### src/rtl/msch_pkg.sv
package msch_pkg;

  localparam int MaxVertsDef  = 8;
  localparam int CoordBitsDef = 16;
  localparam int SmallSet     = 3;
  localparam int ResultCap    = 64;

  typedef enum logic [3:0] {
    ST_IDLE,
    ST_SUM,
    ST_SMALL,
    ST_SORT_RD,
    ST_SORT_CMP,
    ST_HULL_RD,
    ST_HULL_TURN,
    ST_HULL_MUL,
    ST_HULL_DEC,
    ST_EMIT_RD,
    ST_EMIT
  } back_state_e;

endpackage

### src/rtl/msch_front.sv
module msch_front #(
  parameter int CoordBits = msch_pkg::CoordBitsDef,
  parameter int QDepth    = 2
) (
  input  logic                 clk_i,
  input  logic                 rst_ni,
  input  logic                 start_i,
  input  logic                 busy_i,
  input  logic                 func_i,
  input  logic [CoordBits-1:0] vertex_x_i,
  input  logic [CoordBits-1:0] vertex_y_i,
  input  logic                 final_vertex_i,
  output logic                 q_valid_o,
  input  logic                 q_pop_i,
  output logic                 q_func_o,
  output logic [CoordBits:0]   q_x_o,
  output logic [CoordBits:0]   q_y_o,
  output logic                 q_final_o,
  output logic                 q_full_o
);
  localparam int EW = 2 + 2 * (CoordBits + 1);
  localparam int PW = $clog2(QDepth);
  logic [EW-1:0] mem_q [QDepth];
  logic [PW-1:0] wp_q, rp_q;
  logic [PW:0]   cnt_q;
  logic          push;
  logic [CoordBits:0] xe, ye;
  logic [EW-1:0] rd;

  // negate moving vertices on the way in, one extra bit holds plus full scale
  always_comb begin
    xe = {vertex_x_i[CoordBits-1], vertex_x_i};
    ye = {vertex_y_i[CoordBits-1], vertex_y_i};
    if (func_i) begin
      xe = -xe;
      ye = -ye;
    end
  end

  assign push = start_i && !busy_i;

  always_ff @(posedge clk_i) begin
    if (push) mem_q[wp_q] <= {func_i, final_vertex_i, xe, ye};
  end

  // advance pointers
  always_ff @(posedge clk_i or negedge rst_ni) begin
    if (!rst_ni) begin
      wp_q  <= '0;
      rp_q  <= '0;
      cnt_q <= '0;
    end else begin
      if (push) wp_q <= (wp_q == PW'(QDepth - 1)) ? '0 : wp_q + 1'b1;
      if (q_pop_i) rp_q <= (rp_q == PW'(QDepth - 1)) ? '0 : rp_q + 1'b1;
      cnt_q <= cnt_q + (PW+1)'(push) - (PW+1)'(q_pop_i);
    end
  end

  assign rd        = mem_q[rp_q];
  assign q_valid_o = (cnt_q != '0);
  assign q_full_o  = (cnt_q == (PW+1)'(QDepth));
  assign q_func_o  = rd[EW-1];
  assign q_final_o = rd[EW-2];
  assign q_x_o     = rd[2*(CoordBits+1)-1 -: CoordBits+1];
  assign q_y_o     = rd[CoordBits:0];

  always_ff @(posedge clk_i) begin
    if (rst_ni) begin
      assert (!(q_pop_i && !q_valid_o)) else $error("pop from empty queue");
    end
  end
  a_no_push_full: assert property (@(posedge clk_i) disable iff (!rst_ni)
    q_full_o |-> !push) else $error("push into full queue");
  a_cnt_rng: assert property (@(posedge clk_i) disable iff (!rst_ni)
    cnt_q <= (PW+1)'(QDepth)) else $error("count out of range");
  a_pop_dec: assert property (@(posedge clk_i) disable iff (!rst_ni)
    (q_pop_i && !push) |=> cnt_q == $past(cnt_q) - 1'b1) else $error("count slip");
endmodule

### config.mk
export PLATFORM = sky130hd
export DESIGN_NAME = msch_front
export DESIGN_NICKNAME = d
export VERILOG_FILES = /design/src/rtl/msch_pkg.sv /design/src/rtl/msch_front.sv
export SDC_FILE = /design/constraint.sdc
export NUM_CORES = 1
export LEC_CHECK = 0
export BUFFER_PORTS_ARGS = -buffer_cell sky130_fd_sc_hd__buf_2
export CORE_MARGIN = 2
export CORE_UTILIZATION = 55
export DETAILED_ROUTE_END_ITERATION = 6
export PLACE_DENSITY = 0.9
export SLEW_MARGIN = 40
export SYNTH_ARGS = -nofsm -noshare
export SYNTH_HDL_FRONTEND = slang
export SYNTH_SLANG_ARGS = --single-unit
### constraint.sdc
create_clock -name clk_i -period 6.2 [get_ports clk_i]
set_input_delay 0.62 -clock clk_i [delete_from_list [all_inputs] [get_ports clk_i]]
set_output_delay 0.62 -clock clk_i [all_outputs]
set_load 0.01 [all_outputs]
==> impl_metrics.toml, run 1 <==
[run_status]
status = "completed"

[timing]
final.period_utilization_pct = 36.6
min_period_ns = 2.27
fin_setup_tns_ns = 0
fmax_mhz = 441
rsz0062_at_grt = "false"
fin_skew_ns = 0.00524
finalSetupViolations = 0
relSlewSlack_pct = 55.0
worst_pin_slew_ns = 0.675
drv_slew = 0
report.final.hold_viol_count = 0

[clock_network]
post_cts_buffers = 0
clk_pin_slew_worst_paths_ns = 0.07
cts.htree.levels = 3
clkSinkCount = 76
cts-root-buf = "clkbuf_8"
hold_buffers = 0
clockBufferDepth = 2
cts_tree = "done"
clock_latency_ns = 0.34
numCtsBuffers = 9
ctsResizeCount = 0

[cells_and_area]
area_delta_synth_final_pct = 23.3
seq_area_mm2 = 0.00226
layout-drive-gt1-share_pct = 44.9
nFillCells = 408
num_antenna_cells = 0
finalNonFillerCells = 389
multiInputGateArea_mm2 = 0.00116
fin_area_mm2 = 0.00427
nNetsFinal = 352

[floorplan]
ios = 77
die_area_mm2 = 0.00695
initial_core_util_pct = 57.9
core_area_mm2 = 0.00599
die_w_um = 83.4
std_cell_rows = 28
die_h_um = 83.4

[synth]
netlist.top_cell.by_area = "edfxtp_1"
yosys.area.top_type_share_pct = 62.4
synth_ff_type = "edfxtp_1"
synth_nets = 268
ys.warnings.count = 0
synthCells = 225
synthTopCellsByArea = "edfxtp_1 62%, mux2_2 12%, xnor2_1 7.6%"
synth-seq-cells = 76
yosysUniqueCellTypes = 31
synth.most_common_cell = "edfxtp_1"
synth_edf_count = 72
ys_seq_area_share_pct = 65.3
synth_async_sr_flop_share_pct = 5.26
netlist_area_mm2 = 0.00347
synth_common_cells = "72 x edfxtp_1, 36 x mux2_2, 30 x xnor2_1, 10 x nand2_1"
avgSynthCellArea_um2 = 15.4

[min_path]
hp-class = "input port to asynchronous set/reset pin"

[critical_path]
cp.arrival_ns = 1.65
cp.required_ns = 5.58
worst_setup_path_end_kind = "output pin"
critPathKind = "flop to output pin"
start_kind = "flop"
worstPathMaxFanout = 37

[job]
maxCapViolations = 0

[pwr]
power.total_mw = 1.55
leakagePower_nw = 1.58
p_per_area_mw_per_mm2 = 363
ir_drop_mv = 0.326

[placement]
placed_cell_area_mm2 = 0.00404
placedCellCount = 373
routabilityCongestion = 0.814
dp_hpwl_mm = 4.46
port_buffers = 76

[grt]
grtUsageTotal_pct = 19.5
grt_pass1_wl_mm = 10.5
grt_max_degree = 39
antenna_found_initial = 0
grt_pass1_vias = 2176
overflow = 0

[routing]
drt-wirelength-per-cell_um = 16.6
detail_route.iter0.violations = 192
drt_wl_total_mm = 6.45
drc = 0
ant_nets = 0
dr.pass1.iters = 4
vias_per_cell = 5.44
vias = 2116
[logic make-up (layout without fill, tap and decap cells)]
| logic type | after synthesis | count (layout) | share of synthesized area (%) |
|---|---|---|---|
| and+or+nand+nor | 35 | 35 | 5.78 |
| adders and majority gates | 4 | 4 | 1.44 |
| muxes | 36 | 36 | 11.7 |
| xor gates and xnor gates | 32 | 32 | 8.09 |
| AOI/OAI and AO/OA | 26 | 26 | 5.99 |
| buffers and inverters | 16 | 105 | 1.73 |
| DFF | 76 | 76 | 65.3 |
[cell usage in the layout (no fill, tap or decap), types with 5 or more instances in the layout]
| cell type | n |
|---|---|
| mux2_2 | 36 |
| o31ai_1 | 5 |
| nand2_1 | 10 |
| o21ai_1 | 8 |
| inv_1 | 8 |
| clkbuf_8 | 9 |
| edfxtp_1 | 72 |
| buf_2 | 76 |
| xnor2_1 | 30 |
[stage by stage]
stage                     hold slack (ns)  util (%)  setup slack [ns]
final                              0.0800      71.3              3.93
after global routing               0.0632      71.3              3.84
after CTS                          0.0656      71.3              3.88
after detailed placement            0.435      67.5              3.80
after global placement              0.427      65.6              3.88
after floorplan                     0.324         -              3.42
[state kept, by name, summed over array words and instances, names as in the netlist]
name / cells
rp_q: 1
mem_q: 72
wp_q: 1
cnt_q: 2
[path summary, 6_finish.rpt]
check                                from            to  slack (ns)  cells after the start
setup / recovery                     rp_q      q_y_o[9]        3.93                      3
hold / removal                     rst_ni      cnt_q[0]        0.08                      1
setup reg to reg                     wp_q  mem_q[1][18]        4.87                      4
hold reg to reg                  cnt_q[0]      cnt_q[0]        0.55                      1
max in group asynchronous          rst_ni      cnt_q[1]        5.99                      1
min in group clk_i         final_vertex_i  mem_q[0][34]        0.47                      1
[metal layers]
metal | vias up | GRT usage (%) | wire (um)
li1 | 1012 | - | -
met1 | 1024 | 24.1 | 2680
met2 | 66 | 32.6 | 3350
met3 | 14 | 3.08 | 254
met4 | 0 | 11.0 | 160
met5 | - | 0 | 0
[critical path, cell delays in order (launching register included)]
cell and delay, ns:
dfrtp_1 0.33, buf_4 0.43, mux2_2 0.40, buf_2 0.14
[layout make-up]
type                    instances  area share [%]
clock inverters                 6            2.40
clock buffers                  10            2.99
flip-flops and latches         76            52.9
repair buffers                 81            11.7
well taps                      75            2.20
multi-input cells             133            27.1
inverters                       8           0.703
[power by group]
part	leakage [nW]	internal, mW	switching, mW	total [mW]
sequential	0.708	0.643	0.0216	0.665
clock	0.115	0.264	0.166	0.431
combinational	0.755	0.223	0.234	0.457
(Power assumes the default switching activity.)
==> run 2, diff against run 1 <==
--- a/config.mk
+++ b/config.mk
@@ -5,11 +5,12 @@
 export SDC_FILE = /design/constraint.sdc
 export NUM_CORES = 1
 export LEC_CHECK = 0
+export ABC_AREA = 1
 export BUFFER_PORTS_ARGS = -buffer_cell sky130_fd_sc_hd__buf_2
 export CORE_MARGIN = 2
-export CORE_UTILIZATION = 55
+export CORE_UTILIZATION = 49
 export DETAILED_ROUTE_END_ITERATION = 6
-export PLACE_DENSITY = 0.9
+export PLACE_DENSITY = 0.85
 export SLEW_MARGIN = 40
 export SYNTH_ARGS = -nofsm -noshare
 export SYNTH_HDL_FRONTEND = slang
==> constraint.sdc (replaced) <==
create_clock -name clk_i -period 1.9 [get_ports clk_i]
set_input_delay 0.19 -clock clk_i [delete_from_list [all_inputs] [get_ports clk_i]]
set_output_delay 0.19 -clock clk_i [all_outputs]
set_load 0.01 [all_outputs]
==> run 2 against run 1 <==
Compared with the run above:
- first-iteration DRC count down 7.3%
- die area up 18%
- area after synthesis up 5.7%
- critical endpoint is now q_y_o[1]
- largest cell class unchanged
==> impl_metrics.toml, run 2 <==
[synth]
synth_edf_count = 72
synth_ff_type = "edfxtp_1"
yosysUniqueCellTypes = 22
synth_nets = 354
synth.most_common_cell = "edfxtp_1"
synth_common_cells = "72 x edfxtp_1, 63 x nand2_1, 36 x mux2_2, 31 x inv_1, 26 x nor2_1"
netlist.top_cell.by_area = "edfxtp_1"
ys_seq_area_share_pct = 61.8
synthCells = 311
ys.warnings.count = 0
synthTopCellsByArea = "edfxtp_1 59%, mux2_2 11%, nand2_1 6.5%"
synth_async_sr_flop_share_pct = 5.26
avgSynthCellArea_um2 = 11.8
synth-seq-cells = 76
yosys.area.top_type_share_pct = 59.0
netlist_area_mm2 = 0.00366

[pwr]
power.total_mw = 4.93
p_int_mw = 3.54
p_per_area_mw_per_mm2 = 1120
sw_frac_of_total_pct = 28.2
netSwitchingPower_mw = 1.39
leakagePower_nw = 1.83
ir_drop_mv = 0.524
combPwrFrac_pct = 30.2
seqPwrFrac_pct = 44.0
clock_power_share_pct = 25.8

[clock_network]
clock_latency_ns = 0.32
clk_pin_slew_worst_paths_ns = 0.07
cts_tree = "done"
numCtsBuffers = 9
clkSinkCount = 76
cts.htree.levels = 3
ctsResizeCount = 0
cts-root-buf = "clkbuf_8"
clockBufferDepth = 2
post_cts_buffers = 0

[floorplan]
die_area_mm2 = 0.00818
die_w_um = 90.5
ios = 77
die_h_um = 90.5
initial_core_util_pct = 50.5
std_cell_rows = 31
core_area_mm2 = 0.00725

[min_path]
hp-start = "final_vertex_i"
hp-class = "input port to flop"
hold_end = "mem_q[0][34]"
hold_depth = 1

[routing]
dr.pass1.iters = 4
ant_nets = 0
drt-wirelength-per-cell_um = 13.6
detail_route.iter0.violations = 178
vias = 2472
drt_wl_total_mm = 6.84
drc = 0
vias_per_cell = 4.93

[timing]
fmax_mhz = 600
fin_skew_ns = 0.00548
min_period_ns = 1.67
relSlewSlack_pct = 79.0
finalSetupViolations = 0
rsz0062_at_grt = "false"
worst_slack_ns = 0.233
hold_slack_ns = 0.0576
fin_setup_tns_ns = 0
final.period_utilization_pct = 87.7
report.final.hold_viol_count = 0
drv_slew = 0
worst_pin_slew_ns = 0.315

[grt]
antenna_found_initial = 0
overflow = 0
grtUsageTotal_pct = 17.7
grt_pass1_wl_mm = 11.3
grt_max_degree = 38
grt_pass1_vias = 2467

[cells_and_area]
nNetsFinal = 440
num_antenna_cells = 0
layout-drive-gt1-share_pct = 35.8
area_delta_synth_final_pct = 20.6
layout_common_cells = "76 x buf_2, 72 x edfxtp_1, 63 x nand2_1"
largestRegisters = "mem_q (72), cnt_q (2)"
final_common_cell = "buf_2"
largest_register = "mem_q"
largest_register_ff_count = 72

[critical_path]
cp.required_ns = 1.71
cp_num_buf_inv = 2
r2r_end = "mem_q[1][4]"
worst_setup_path_end_kind = "output pin"
r2r-start = "wp_q"
rrSetupSlack_ns = 0.63
worstPathMaxFanout = 37
slowest_stage = "dfrtp_1"
reg2reg_depth = 3
crit_path_max_incr_delay_ns = 0.38
crit_family = "flip-flops"
critPathKind = "flop to output pin"
start_kind = "flop"
crit_chain = "buf_12, mux2_2, buf_2"
cp.arrival_ns = 1.48

[placement]
port_buffers = 76
dp_hpwl_mm = 4.85
routabilityCongestion = 0.896
pre_cts_slack_ns = 0.477

[run_status]
status = "completed"

[job]
maxCapViolations = 0
run 2: power groups by stage:
stage                     clock network, mW  registers, mW  logic [mW]
after global routing                   1.38           2.19        1.63
after global placement                    0           2.19        1.49
after CTS                              1.31           2.17        1.51
after floorplan                           0           2.18       0.987
after detailed placement                  0           2.21        1.50
final                                  1.27           2.17        1.49
run 2: stage by stage:
stage	util [%]	instance area, um2	std cells
after floorplan	-	3670	311
after global placement	57.9	4200	484
after detailed placement	57.9	4200	484
after CTS	60.9	4420	501
after global routing	60.9	4420	501
final	60.9	4420	501
run 2: cell families after synthesis:
group,count (synthesis),synth area share [%]
mux,36,11.1
xor+xnor,22,5.26
fa+ha+maj,4,1.37
buf+inv,39,4.58
compound gates,12,1.84
flops,76,61.8
simple gates,122,14.1
run 2: layer usage:
metal / part of all wire [%] / track usage [%]
met1: 45 / 22.8
met2: 49 / 28.8
met3: 4.4 / 3.42
met4: 1.6 / 8.85
met5: 0 / 0
run 2: worst reg2reg max path, delay by kind of cell (launching register included):
kind / cells / cell delay, ns
flops: 1 / 0.40
buf+inv: 2 / 0.42
simple gates: 1 / 0.11
run 2: how the worst max path moves through the flow:
stage                        from            to  slack, ns  depth (start not counted)
floorplan                    wp_q   mem_q[1][0]       0.12                          2
global placement    vertex_x_i[0]  mem_q[0][27]       0.52                          7
detailed placement  vertex_y_i[0]  mem_q[1][16]       0.48                          8
CTS                          rp_q     q_y_o[16]       0.20                          3
global route                 rp_q     q_y_o[16]       0.15                          3
finish                       rp_q      q_y_o[1]       0.23                          3
run 2: timing repair:
action,CTS,global route
endpoints found under the hold margin,4,0
hold buffers,1,0
setup endpoints to repair,0,0
run 2: layout make-up:
class / count / area, um2
fill: 584 / 2840
multi-input combinational: 196 / 1250
inverter: 32 / 120
clock buffer: 11 / 131
sequential: 76 / 2260
clock inverter: 5 / 77.6
tap: 99 / 124
timing repair buffer: 82 / 453
==> run 3, diff against run 2 <==
--- a/config.mk
+++ b/config.mk
@@ -5,11 +5,11 @@
 export SDC_FILE = /design/constraint.sdc
 export NUM_CORES = 1
 export LEC_CHECK = 0
-export ABC_AREA = 1
 export BUFFER_PORTS_ARGS = -buffer_cell sky130_fd_sc_hd__buf_2
 export CORE_MARGIN = 2
 export CORE_UTILIZATION = 49
 export DETAILED_ROUTE_END_ITERATION = 6
+export GPL_TIMING_DRIVEN = 0
 export PLACE_DENSITY = 0.85
 export SLEW_MARGIN = 40
 export SYNTH_ARGS = -nofsm -noshare
==> run 3 against run 2 <==
Compared with the run above:
- clock-buffer cell count increased by 1
- utilization grew 1.9 points
- flip-flop and latch count unchanged
- via count down 13%
- total power fell by 3.4%
- sequential power about the same
- register-to-register slack worse by 0.17 ns
- final area shrank 2.8%
- die area shrank 5.1%
- sequential share of layout area rose by 1.5 points
- critical path type unchanged
- critical endpoint is now q_x_o[1]
==> impl_metrics.toml, run 3 (synthesis results as in run 1) <==
[timing]
fmax_mhz = 576
worst_pin_slew_ns = 0.680
report.final.hold_viol_count = 0
fin_skew_ns = 0.0102
drv_slew = 0
relSlewSlack_pct = 54.7
rsz0062_at_grt = "false"
fin_setup_tns_ns = 0
finalSetupViolations = 0
final.period_utilization_pct = 91.4
min_period_ns = 1.74

[floorplan]
core_area_mm2 = 0.00683
die_w_um = 88.1
die_area_mm2 = 0.00776
initial_core_util_pct = 50.7
die_h_um = 88.1
ios = 77
std_cell_rows = 30

[grt]
antenna_found_initial = 0
grt_max_degree = 20
grt_pass1_vias = 2208
grt_pass1_wl_mm = 10.5
grtUsageTotal_pct = 18.3
overflow = 0

[critical_path]
worst_setup_path_end_kind = "output pin"
cp.arrival_ns = 1.55
cp.required_ns = 1.71
start_kind = "flop"
reg2reg_depth = 3
worstPathMaxFanout = 10
cp_num_buf_inv = 2
crit_chain = "clkbuf_4, mux2_2, buf_2"
crit_family = "flip-flops"
slowest_stage = "dfrtp_2"
crit_path_max_incr_delay_ns = 0.45
critPathKind = "flop to output pin"
cp.depth = 3

[cells_and_area]
final_common_cell = "buf_2"
nNetsFinal = 364
area_delta_synth_final_pct = 23.8
largest_register_ff_count = 72
postLayoutCoreUtil_pct = 62.8
layout-drive-gt1-share_pct = 45.7
layout_common_cells = "76 x buf_2, 72 x edfxtp_1, 36 x mux2_2"
largestRegisters = "mem_q (72), cnt_q (2)"
largest_register = "mem_q"
num_antenna_cells = 0

[routing]
vias_per_cell = 5.10
ant_nets = 0
drt_wl_total_mm = 6.58
drt-wirelength-per-cell_um = 15.6
detail_route.iter0.violations = 79
dr.pass1.iters = 4
drc = 0
vias = 2154

[pwr]
leakagePower_nw = 1.58
seqPwrFrac_pct = 46.1
p_int_mw = 3.38
p_per_area_mw_per_mm2 = 1110
ir_drop_mv = 0.572
combPwrFrac_pct = 32.7
sw_frac_of_total_pct = 29.0
netSwitchingPower_mw = 1.38
clock_power_share_pct = 21.2

[placement]
dp_hpwl_mm = 4.64
routabilityCongestion = 0.781
port_buffers = 76

[clock_network]
cts.htree.levels = 3
cts_tree = "done"
clkSinkCount = 76
cts-root-buf = "clkbuf_8"
clk_pin_slew_worst_paths_ns = 0.07
clockBufferDepth = 2
numCtsBuffers = 9
clock_latency_ns = 0.34

[min_path]
hold_depth = 1
hp-class = "input port to flop"

[job]
maxCapViolations = 0

[run_status]
status = "completed"
run 3: repair_timing:
item	4_1_cts	5_1_grt
buffers inserted	0	5
setup endpoints to repair	31	21
hold buffers	1	0
gates resized for setup	7	0
hold endpoints to repair	4	0
run 3: through the flow:
stage          total power, mW  setup slack [ns]  instances  hold WS (ns)  cell area (um2)
3_5_place_dp              3.71            -0.143        401      0.000999             4080
4_1_cts                   4.74            0.0332        417        0.0236             4250
5_1_grt                   5.03            0.0657        422        0.0220             4290
2_1_floorplan             3.11            -0.460        225        -0.106             3470
6_report                  4.76             0.163        422        0.0391             4290
3_3_place_gp              3.59             -1.42        397      -0.00397             3970
run 3: layer usage:
layer,vias to the layer above,global-route usage (%),wire length (um)
met5,-,0,0
met4,0,5.92,67
met3,6,5.09,285
met2,56,30.0,3310
met1,1055,23.6,2910
li1,1037,-,-
run 3: power by group through the flow:
stage          logic, mW  registers [mW]  clock network (mW)
3_5_place_dp        1.50            2.20                   0
4_1_cts             1.49            2.21                1.03
3_3_place_gp        1.39            2.20                   0
6_report            1.56            2.19                1.01
2_1_floorplan      0.921            2.19                   0
5_1_grt             1.69            2.22                1.12
run 3: layout make-up:
type	count	area, um2
flip-flops and latches	76	2260
fillers	567	2540
well taps	96	120
repair buffers	86	526
plain buffers	7	37.5
clock inverters	4	20.0
clock buffers	12	135
inverters	8	30.0
multi-input cells	133	1160
run 3: worst paths after layout:
check / start / to / slack [ns]
worst min-delay path: final_vertex_i / mem_q[0][34] / 0.04
worst max register to register: wp_q / mem_q[1][1] / 0.46
worst min register to register: cnt_q[0] / cnt_q[0] / 0.55
min in group asynchronous: rst_ni / cnt_q[1] / 0.20
worst max-delay path: rp_q / q_x_o[1] / 0.16
max in group asynchronous: rst_ni / rp_q / 1.57
